===== config.mk =====
export PLATFORM = sky130hd
export DESIGN_NAME = integer_to_ascii_radix
export DESIGN_NICKNAME = d
export VERILOG_FILES = /design/src/sv/itoa_pkg.sv /design/src/sv/itoa_mag.sv /design/src/sv/itoa_cells.sv /design/src/sv/itoa_ctrl.sv /design/src/sv/integer_to_ascii_radix.sv
export SDC_FILE = /design/constraint.sdc
export NUM_CORES = 2
export LEC_CHECK = 0
export ABC_AREA = 1
export BUFFER_PORTS_ARGS = -buffer_cell sky130_fd_sc_hd__buf_2
export CAP_MARGIN = 20
export CELL_PAD_IN_SITES_DETAIL_PLACEMENT = 1
export CELL_PAD_IN_SITES_GLOBAL_PLACEMENT = 2
export CORE_MARGIN = 3
export CORE_UTILIZATION = 32
export CTS_CLUSTER_DIAMETER = 60
export CTS_CLUSTER_SIZE = 16
export DETAILED_ROUTE_END_ITERATION = 16
export GPL_ROUTABILITY_DRIVEN = 0
export PLACE_DENSITY = 0.82
export SYNTH_ARGS = -nofsm -noshare
export SYNTH_HDL_FRONTEND = slang
export SYNTH_HIERARCHICAL = 1
export SYNTH_SLANG_ARGS = --single-unit

===== constraint.sdc =====
create_clock -name clk -period 7.25 [get_ports clk]
set_clock_uncertainty 0.1 [all_clocks]
set_input_delay 1.45 -clock clk [delete_from_list [all_inputs] [get_ports clk]]
set_output_delay 1.45 -clock clk [all_outputs]
set_load 0.02 [all_outputs]

===== src/sv/itoa_pkg.sv =====
`timescale 1ns / 1ps
// ----------------------------------------------------------------------------
// itoa_pkg
// Shared types, constants and the digit character table for the converter.
// ----------------------------------------------------------------------------
package itoa_pkg;

  localparam int VALUE_BITS = 64;
  localparam int NUM_CELLS  = VALUE_BITS;
  localparam int CNT_W      = $clog2(NUM_CELLS + 1);

  localparam logic [4:0] RADIX_MIN  = 5'd2;
  localparam logic [4:0] RADIX_MAX  = 5'd16;
  localparam logic [4:0] RADIX_TEN  = 5'd10;
  localparam logic [7:0] CHAR_MINUS = 8'h2d;

  typedef logic [3:0] digit_t;

  typedef enum logic [2:0] {
    ST_IDLE,
    ST_CONV,
    ST_SKIP,
    ST_SIGN,
    ST_EMIT
  } state_t;

  typedef struct packed {
    logic load;
    logic step;
    logic shift;
  } ctrl_t;

  typedef struct packed {
    logic [CNT_W-1:0] ndig;
    digit_t           top;
  } cells_stat_t;

  function automatic logic [4:0] sat_radix(input logic [4:0] r);
    logic [4:0] res;
    res = r;
    if (r < RADIX_MIN) res = RADIX_MIN;
    if (r > RADIX_MAX) res = RADIX_MAX;
    return res;
  endfunction

  function automatic logic [7:0] digit_char(input digit_t d);
    logic [7:0] ch;
    case (d)
      4'h0:    ch = 8'h30;
      4'h1:    ch = 8'h31;
      4'h2:    ch = 8'h32;
      4'h3:    ch = 8'h33;
      4'h4:    ch = 8'h34;
      4'h5:    ch = 8'h35;
      4'h6:    ch = 8'h36;
      4'h7:    ch = 8'h37;
      4'h8:    ch = 8'h38;
      4'h9:    ch = 8'h39;
      4'ha:    ch = 8'h61;
      4'hb:    ch = 8'h62;
      4'hc:    ch = 8'h63;
      4'hd:    ch = 8'h64;
      4'he:    ch = 8'h65;
      default: ch = 8'h66;
    endcase
    return ch;
  endfunction

endpackage


===== src/sv/itoa_mag.sv =====
`timescale 1ns / 1ps
// ----------------------------------------------------------------------------
// itoa_mag
// Takes the magnitude of the value and shifts it out one bit per cycle while step is set.
// ----------------------------------------------------------------------------
module itoa_mag (
  input  logic                clk,
  input  itoa_pkg::ctrl_t     ctl,
  input  logic [63:0]         value,
  input  logic [4:0]          radix,
  output logic                bit_out,
  output logic                sgn,
  output logic [4:0]          rad
);

  logic [itoa_pkg::VALUE_BITS-1:0] v;
  logic [itoa_pkg::VALUE_BITS-1:0] mag;
  logic [4:0]                      rad_sat;

  assign v       = value[itoa_pkg::VALUE_BITS-1:0];
  assign rad_sat = itoa_pkg::sat_radix(radix);
  assign bit_out = mag[itoa_pkg::VALUE_BITS-1];

  always_ff @(posedge clk) begin
    if (ctl.load) begin
      // most negative value negates to itself, read as unsigned magnitude
      mag <= v[itoa_pkg::VALUE_BITS-1] ? (~v + itoa_pkg::VALUE_BITS'(1)) : v;
      rad <= rad_sat;
      sgn <= v[itoa_pkg::VALUE_BITS-1] && (rad_sat == itoa_pkg::RADIX_TEN);
    end else if (ctl.step) begin
      mag <= {mag[itoa_pkg::VALUE_BITS-2:0], 1'b0};
    end
  end

endmodule


===== src/sv/itoa_cells.sv =====
`timescale 1ns / 1ps
// ----------------------------------------------------------------------------
// itoa_cells
// Row of radix-r digit cells: each step doubles the held number and adds the
// incoming bit; afterwards the row shifts digits out from the top.
// ----------------------------------------------------------------------------
module itoa_cells (
  input  logic                  clk,
  input  itoa_pkg::ctrl_t       ctl,
  input  logic                  bit_in,
  input  logic [4:0]            rad,
  output itoa_pkg::cells_stat_t stat
);

  localparam int N = itoa_pkg::NUM_CELLS;

  itoa_pkg::digit_t [N-1:0]     dig;
  itoa_pkg::digit_t [N-1:0]     dig_next;
  logic [itoa_pkg::CNT_W-1:0]   len;
  logic [4:0]                   dbl [N];
  logic [4:0]                   tmp [N];
  logic [N-1:0]                 gen;
  logic [N-1:0]                 prop;
  logic [N:0]                   sum;
  logic [N:0]                   carry;

  always_comb begin
    for (int i = 0; i < N; i++) begin
      dbl[i]  = {dig[i], 1'b0};
      gen[i]  = (dbl[i] >= rad);
      prop[i] = (dbl[i] == (rad - 5'd1));
    end
  end

  // carry lookahead across the cells done as one add
  assign sum   = {1'b0, gen | prop} + {1'b0, gen} + {{N{1'b0}}, bit_in};
  assign carry = sum ^ {1'b0, prop};

  always_comb begin
    for (int i = 0; i < N; i++) begin
      tmp[i]      = dbl[i] + {4'b0, carry[i]} - (carry[i+1] ? rad : 5'd0);
      dig_next[i] = tmp[i][3:0];
    end
  end

  always_ff @(posedge clk) begin
    if (ctl.load) begin
      dig <= '0;
      len <= '0;
    end else if (ctl.step) begin
      dig <= dig_next;
      // the first zero cell takes the carry, so length grows by it
      len <= len + itoa_pkg::CNT_W'(carry[len]);
    end else if (ctl.shift) begin
      dig <= {dig[N-2:0], 4'h0};
    end
  end

  assign stat = '{ndig: ((len == '0) ? itoa_pkg::CNT_W'(1) : len), top: dig[N-1]};

endmodule


===== src/sv/itoa_ctrl.sv =====
`timescale 1ns / 1ps
// ----------------------------------------------------------------------------
// itoa_ctrl
// Sequencer: load, convert one bit per cycle, skip leading zero cells, emit any minus sign, emit.
// ----------------------------------------------------------------------------
module itoa_ctrl (
  input  logic                       clk,
  input  logic                       rst,
  input  logic                       in_valid,
  input  logic                       out_ready,
  input  logic                       sgn,
  input  logic [itoa_pkg::CNT_W-1:0] ndig,
  output itoa_pkg::ctrl_t            ctl,
  output logic                       in_ready,
  output logic                       out_valid,
  output logic                       out_last,
  output logic                       minus_sel
);

  itoa_pkg::state_t           state;
  itoa_pkg::state_t           state_next;
  logic [itoa_pkg::CNT_W-1:0] cnt;
  logic [itoa_pkg::CNT_W-1:0] cnt_next;

  always_ff @(posedge clk) begin
    if (rst) begin
      state <= itoa_pkg::ST_IDLE;
      cnt   <= '0;
    end else begin
      state <= state_next;
      cnt   <= cnt_next;
    end
  end

  always_comb begin
    state_next = state;
    cnt_next   = cnt;
    case (state)
      itoa_pkg::ST_IDLE: begin
        if (in_valid) begin
          state_next = itoa_pkg::ST_CONV;
          cnt_next   = itoa_pkg::CNT_W'(itoa_pkg::VALUE_BITS);
        end
      end
      itoa_pkg::ST_CONV: begin
        cnt_next = cnt - itoa_pkg::CNT_W'(1);
        if (cnt == itoa_pkg::CNT_W'(1)) begin
          state_next = itoa_pkg::ST_SKIP;
          cnt_next   = itoa_pkg::CNT_W'(itoa_pkg::NUM_CELLS);
        end
      end
      itoa_pkg::ST_SKIP: begin
        if (cnt == ndig) begin
          state_next = sgn ? itoa_pkg::ST_SIGN : itoa_pkg::ST_EMIT;
        end else begin
          cnt_next = cnt - itoa_pkg::CNT_W'(1);
        end
      end
      itoa_pkg::ST_SIGN: begin
        if (out_ready) state_next = itoa_pkg::ST_EMIT;
      end
      itoa_pkg::ST_EMIT: begin
        if (out_ready) begin
          cnt_next = cnt - itoa_pkg::CNT_W'(1);
          if (cnt == itoa_pkg::CNT_W'(1)) state_next = itoa_pkg::ST_IDLE;
        end
      end
      default: state_next = itoa_pkg::ST_IDLE;
    endcase
  end

  always_comb begin
    ctl       = '0;
    in_ready  = 1'b0;
    out_valid = 1'b0;
    out_last  = 1'b0;
    minus_sel = 1'b0;
    case (state)
      itoa_pkg::ST_IDLE: begin
        in_ready = 1'b1;
        ctl.load = in_valid;
      end
      itoa_pkg::ST_CONV: ctl.step = 1'b1;
      itoa_pkg::ST_SKIP: ctl.shift = (cnt != ndig);
      itoa_pkg::ST_SIGN: begin
        out_valid = 1'b1;
        minus_sel = 1'b1;
      end
      itoa_pkg::ST_EMIT: begin
        out_valid = 1'b1;
        out_last  = (cnt == itoa_pkg::CNT_W'(1));
        ctl.shift = out_ready;
      end
      default: ctl = '0;
    endcase
  end

endmodule


===== src/sv/integer_to_ascii_radix.sv =====
`timescale 1ns / 1ps
// after the input transaction the value is shifted into the digit cells and leading zero cells are skipped
// before the first character; a new item is taken only once the last character of the previous one has left
// the shift into the digit cells takes one bit per cycle, then the digits shift out from the top
// characters leave one per cycle while the output side is ready
// reset is synchronous, active high, and returns the sequencer to idle
// ----------------------------------------------------------------------------
// integer_to_ascii_radix
// Converts a signed integer to ASCII text in radix 2 to 16, top digit first.
// ----------------------------------------------------------------------------
module integer_to_ascii_radix (
  input  logic        clk,
  input  logic        rst,
  input  logic        in_valid,
  output logic        in_ready,
  input  logic [63:0] value,
  input  logic [4:0]  radix,
  output logic        out_valid,
  input  logic        out_ready,
  output logic [7:0]  character,
  output logic        last
);

  itoa_pkg::ctrl_t       ctl;
  itoa_pkg::cells_stat_t stat;
  logic                  bit_s;
  logic                  sgn;
  logic [4:0]            rad;
  logic                  minus_sel;

  itoa_mag u_mag (
    .clk     (clk),
    .ctl     (ctl),
    .value   (value),
    .radix   (radix),
    .bit_out (bit_s),
    .sgn     (sgn),
    .rad     (rad)
  );

  itoa_cells u_cells (
    .clk    (clk),
    .ctl    (ctl),
    .bit_in (bit_s),
    .rad    (rad),
    .stat   (stat)
  );

  itoa_ctrl u_ctrl (
    .clk       (clk),
    .rst       (rst),
    .in_valid  (in_valid),
    .out_ready (out_ready),
    .sgn       (sgn),
    .ndig      (stat.ndig),
    .ctl       (ctl),
    .in_ready  (in_ready),
    .out_valid (out_valid),
    .out_last  (last),
    .minus_sel (minus_sel)
  );

  assign character = minus_sel ? itoa_pkg::CHAR_MINUS : itoa_pkg::digit_char(stat.top);

endmodule


==> results.sh <==
export IMPL_status="finished clean"
export IMPL_nFillCells=17320
export IMPL_rows=132
export IMPL_insertion_delay_ns=0.66
export IMPL_hold_viol=0
export IMPL_synth_flop_cell="dfxtp_1"
export IMPL_n_antenna_cell=0
export IMPL_first_pass_iters=5
export IMPL_drv_cap=0
export IMPL_drive_gt1_share_pct=7.134
export IMPL_peakVddDrop_v=0.0006416
export IMPL_setup_ws_ns=0.8072
export IMPL_port_buffers=81
export IMPL_clkPwrFrac_pct=14.8
export IMPL_yosysUniqueCellTypes=56
export IMPL_cp_arrival_ns=6.83
export IMPL_die_y_um=368.2
export IMPL_worst_pin_slew_ns=1.080
export IMPL_tritoncts="done"
export IMPL_syn_nets=7475
export IMPL_initial_core_util_pct=32.34
export IMPL_cp_max_fo=46
export IMPL_synth_seq_cells=343
export IMPL_drt_iter0_drc=3048
export IMPL_p_switching_w=0.01270
export IMPL_grt_max_degree=139
export IMPL_track_usage_pct=26.66
export IMPL_cpMostUsedCell="nand2_1"
export IMPL_clock_root_buffer="clkbuf_16"
export IMPL_hpwl_um=133400
export IMPL_clock_sinks=343
export IMPL_final_common_cell="nand2_1"
export IMPL_setup_violations=0
export IMPL_postCtsSetupBuffers=0
export IMPL_grt_first_pass_wirelength_um=282400
export IMPL_fp_dieArea_um2=135600
export IMPL_slew_violations=0
export IMPL_utilization_pct=35.77
export IMPL_syn_cell_area_um2=41980
export IMPL_crit_family="simple AND/OR/NAND/NOR gates"
export IMPL_cpMaxStageDelayCell="buf_4"
export IMPL_cts_buffer_depth=3
export IMPL_crit_buf_inv=6
export IMPL_combPwrFrac_pct=67.7
export IMPL_boundaryPins=84
export IMPL_switching_share_pct=55.83
export IMPL_htree_levels=3
export IMPL_fin_crit_sh_pct=88.87
export IMPL_period_needed_ns=6.443
export IMPL_cpPeakStageDelay_ns=0.73
export IMPL_dpl_worst_slack_ns=1.010
export IMPL_synth_edf_count=70
export IMPL_wire_per_inst_um=21.35
export IMPL_powerDensity_nw_per_um2=489.9
export IMPL_finalPower_w=0.02275
export IMPL_synth_area_per_cell_um2=6.102
export IMPL_num_vias=46000
export IMPL_path_clk_slew_ns=0.06
export IMPL_fin_nets=7438
export IMPL_viasPerCell=5.324
export IMPL_grt_pass1_vias=46860
export IMPL_seqPwrFrac_pct=17.4
export IMPL_drc=0
export IMPL_critPathLaunchType="register"
export IMPL_core_area_um2=129800
export IMPL_ctsHoldBuffers=0
export IMPL_setup_tns_ns=0
export IMPL_cts_resized=0
export IMPL_cts_buffers=67
export IMPL_ys_async_sr_fraction_pct=0
export IMPL_slew_headroom_pct=28.02
export IMPL_yosysWarnings=6
export IMPL_synthToLayoutAreaGrowth_pct=10.60
export IMPL_internal_power_w=0.01005
export IMPL_mostFrequentLayoutCells="2178 x nand2_1, 792 x inv_1, 732 x nor2_1"
export IMPL_worstPathRequired_ns=7.64
export IMPL_hold_class="reg2reg"
export IMPL_overflow=0
export IMPL_drtAntennaViolNets=0
export IMPL_max_freq_ghz=0.1552
export IMPL_routed_wirelength_um=184500
export IMPL_antenna_found_initial=6
export IMPL_die_x_um=368.2
export IMPL_worst_setup_path_end_kind="register"
export IMPL_synth_cells=6880
export IMPL_leakage_nw=21.12
export IMPL_synth_seq_area_share_pct=18.02
export IMPL_rsz0062_at_grt="false"
export IMPL_critPathKind="reg2reg"
stage by stage:
stage / std cells / hold slack, ns / area (um2)
finish: 8639 / 0.3875 / 46430
detailed placement: 8516 / 0.3830 / 44090
global route: 8639 / 0.4097 / 46430
global placement: 8515 / 0.3754 / 44080
floorplan: 6880 / 0.3621 / 41990
CTS: 8639 / 0.3912 / 46430
layout make-up:
type | instances | area (um2) | share of cell area, %
Multi-Input combinational cell | 5472 | 30210 | 65.05
Sequential cell | 343 | 7567 | 16.30
Inverter | 816 | 3088 | 6.650
Tap cell | 1742 | 2180 | 4.694
Clock buffer | 84 | 1822 | 3.923
Timing Repair Buffer | 143 | 1050 | 2.261
Clock inverter | 39 | 521.8 | 1.124
kinds of logic after synthesis:
group | share of synthesized area (%)
AO/OA/AOI/OAI | 12.03
XOR/XNOR | 5.791
adder cells (fa/ha/maj) | 16.70
buffers and inverters | 10.12
flip-flops | 18.02
other | 0.01789
AND/OR/NAND/NOR | 37.31
path summary, 6_finish.rpt:
kind | startpoint | endpoint | slack (ns) | depth (start not counted)
hold / removal | u_cells/dbl[104] | u_cells/dbl[104] | 0.39 | 2
setup reg to reg | u_mag/rad[3] | u_cells/stat[3] | 0.81 | 28
setup / recovery | u_mag/rad[3] | u_cells/stat[3] | 0.81 | 28
hold reg to reg | u_cells/dbl[104] | u_cells/dbl[104] | 0.39 | 2
synthesized netlist by cell type (all sizes together) (3+ instances only):
cell / n / area [um2]
or2: 87 / 544.3
nand4: 90 / 563.0
o22ai: 63 / 394.1
o21ai: 250 / 1277
nand2: 2225 / 8529
nor4: 4 / 25.02
fa: 64 / 1281
o211ai: 3 / 22.52
a21oi: 502 / 2516
a22oi: 15 / 112.6
xor2: 168 / 1494
and2: 9 / 56.30
o221ai: 7 / 61.31
buf: 90 / 586.8
edfxtp: 70 / 2102
nor3: 63 / 351.6
a31oi: 77 / 481.7
o21bai: 17 / 138.9
ha: 458 / 5731
xnor2: 107 / 937.2
clkbuf: 159 / 596.8
inv: 814 / 3055
dfxtp: 273 / 5465
nand3: 438 / 2245
nand3b: 28 / 210.2
nor2: 785 / 3114
flip-flops by register name (all words and copies together) (netlist names):
register / cells
u_mag/mag: 64
u_cells/len: 7
u_mag/rad: 5
u_cells/dbl: 252
u_ctrl/state: 3
u_ctrl/cnt: 7
u_cells/stat: 4
u_mag/sgn: 1
worst reg2reg max path, delay by kind of cell, from the launching register on:
family                     cells  cell delay (ns)
and+or+nand+nor               16             2.90
buffers and inverters          6             1.64
AOI/OAI and AO/OA              3             0.56
DFF                            1             0.44
xor gates and xnor gates       2             0.37
adders and majority gates      1             0.27
power groups by stage:
stage	sequential (W)	combinational, W	clock (W)
finish	0.00397	0.0154	0.00338
global route	0.00410	0.0172	0.00352
CTS	0.00396	0.0153	0.00346
detailed placement	0.00399	0.0151	0
global placement	0.00397	0.0146	0
floorplan	0.00353	0.0107	0
per-layer routing:
metal | vias to the layer above | track usage [%] | wire [um]
li1 | 22080 | - | -
met1 | 22470 | 36.55 | 86140
met2 | 1166 | 44.22 | 84010
met3 | 274 | 2.258 | 8835
met4 | 2 | 8.265 | 5466
met5 | - | 0 | 13
Note: power is estimated with default switching activity, not from simulation.
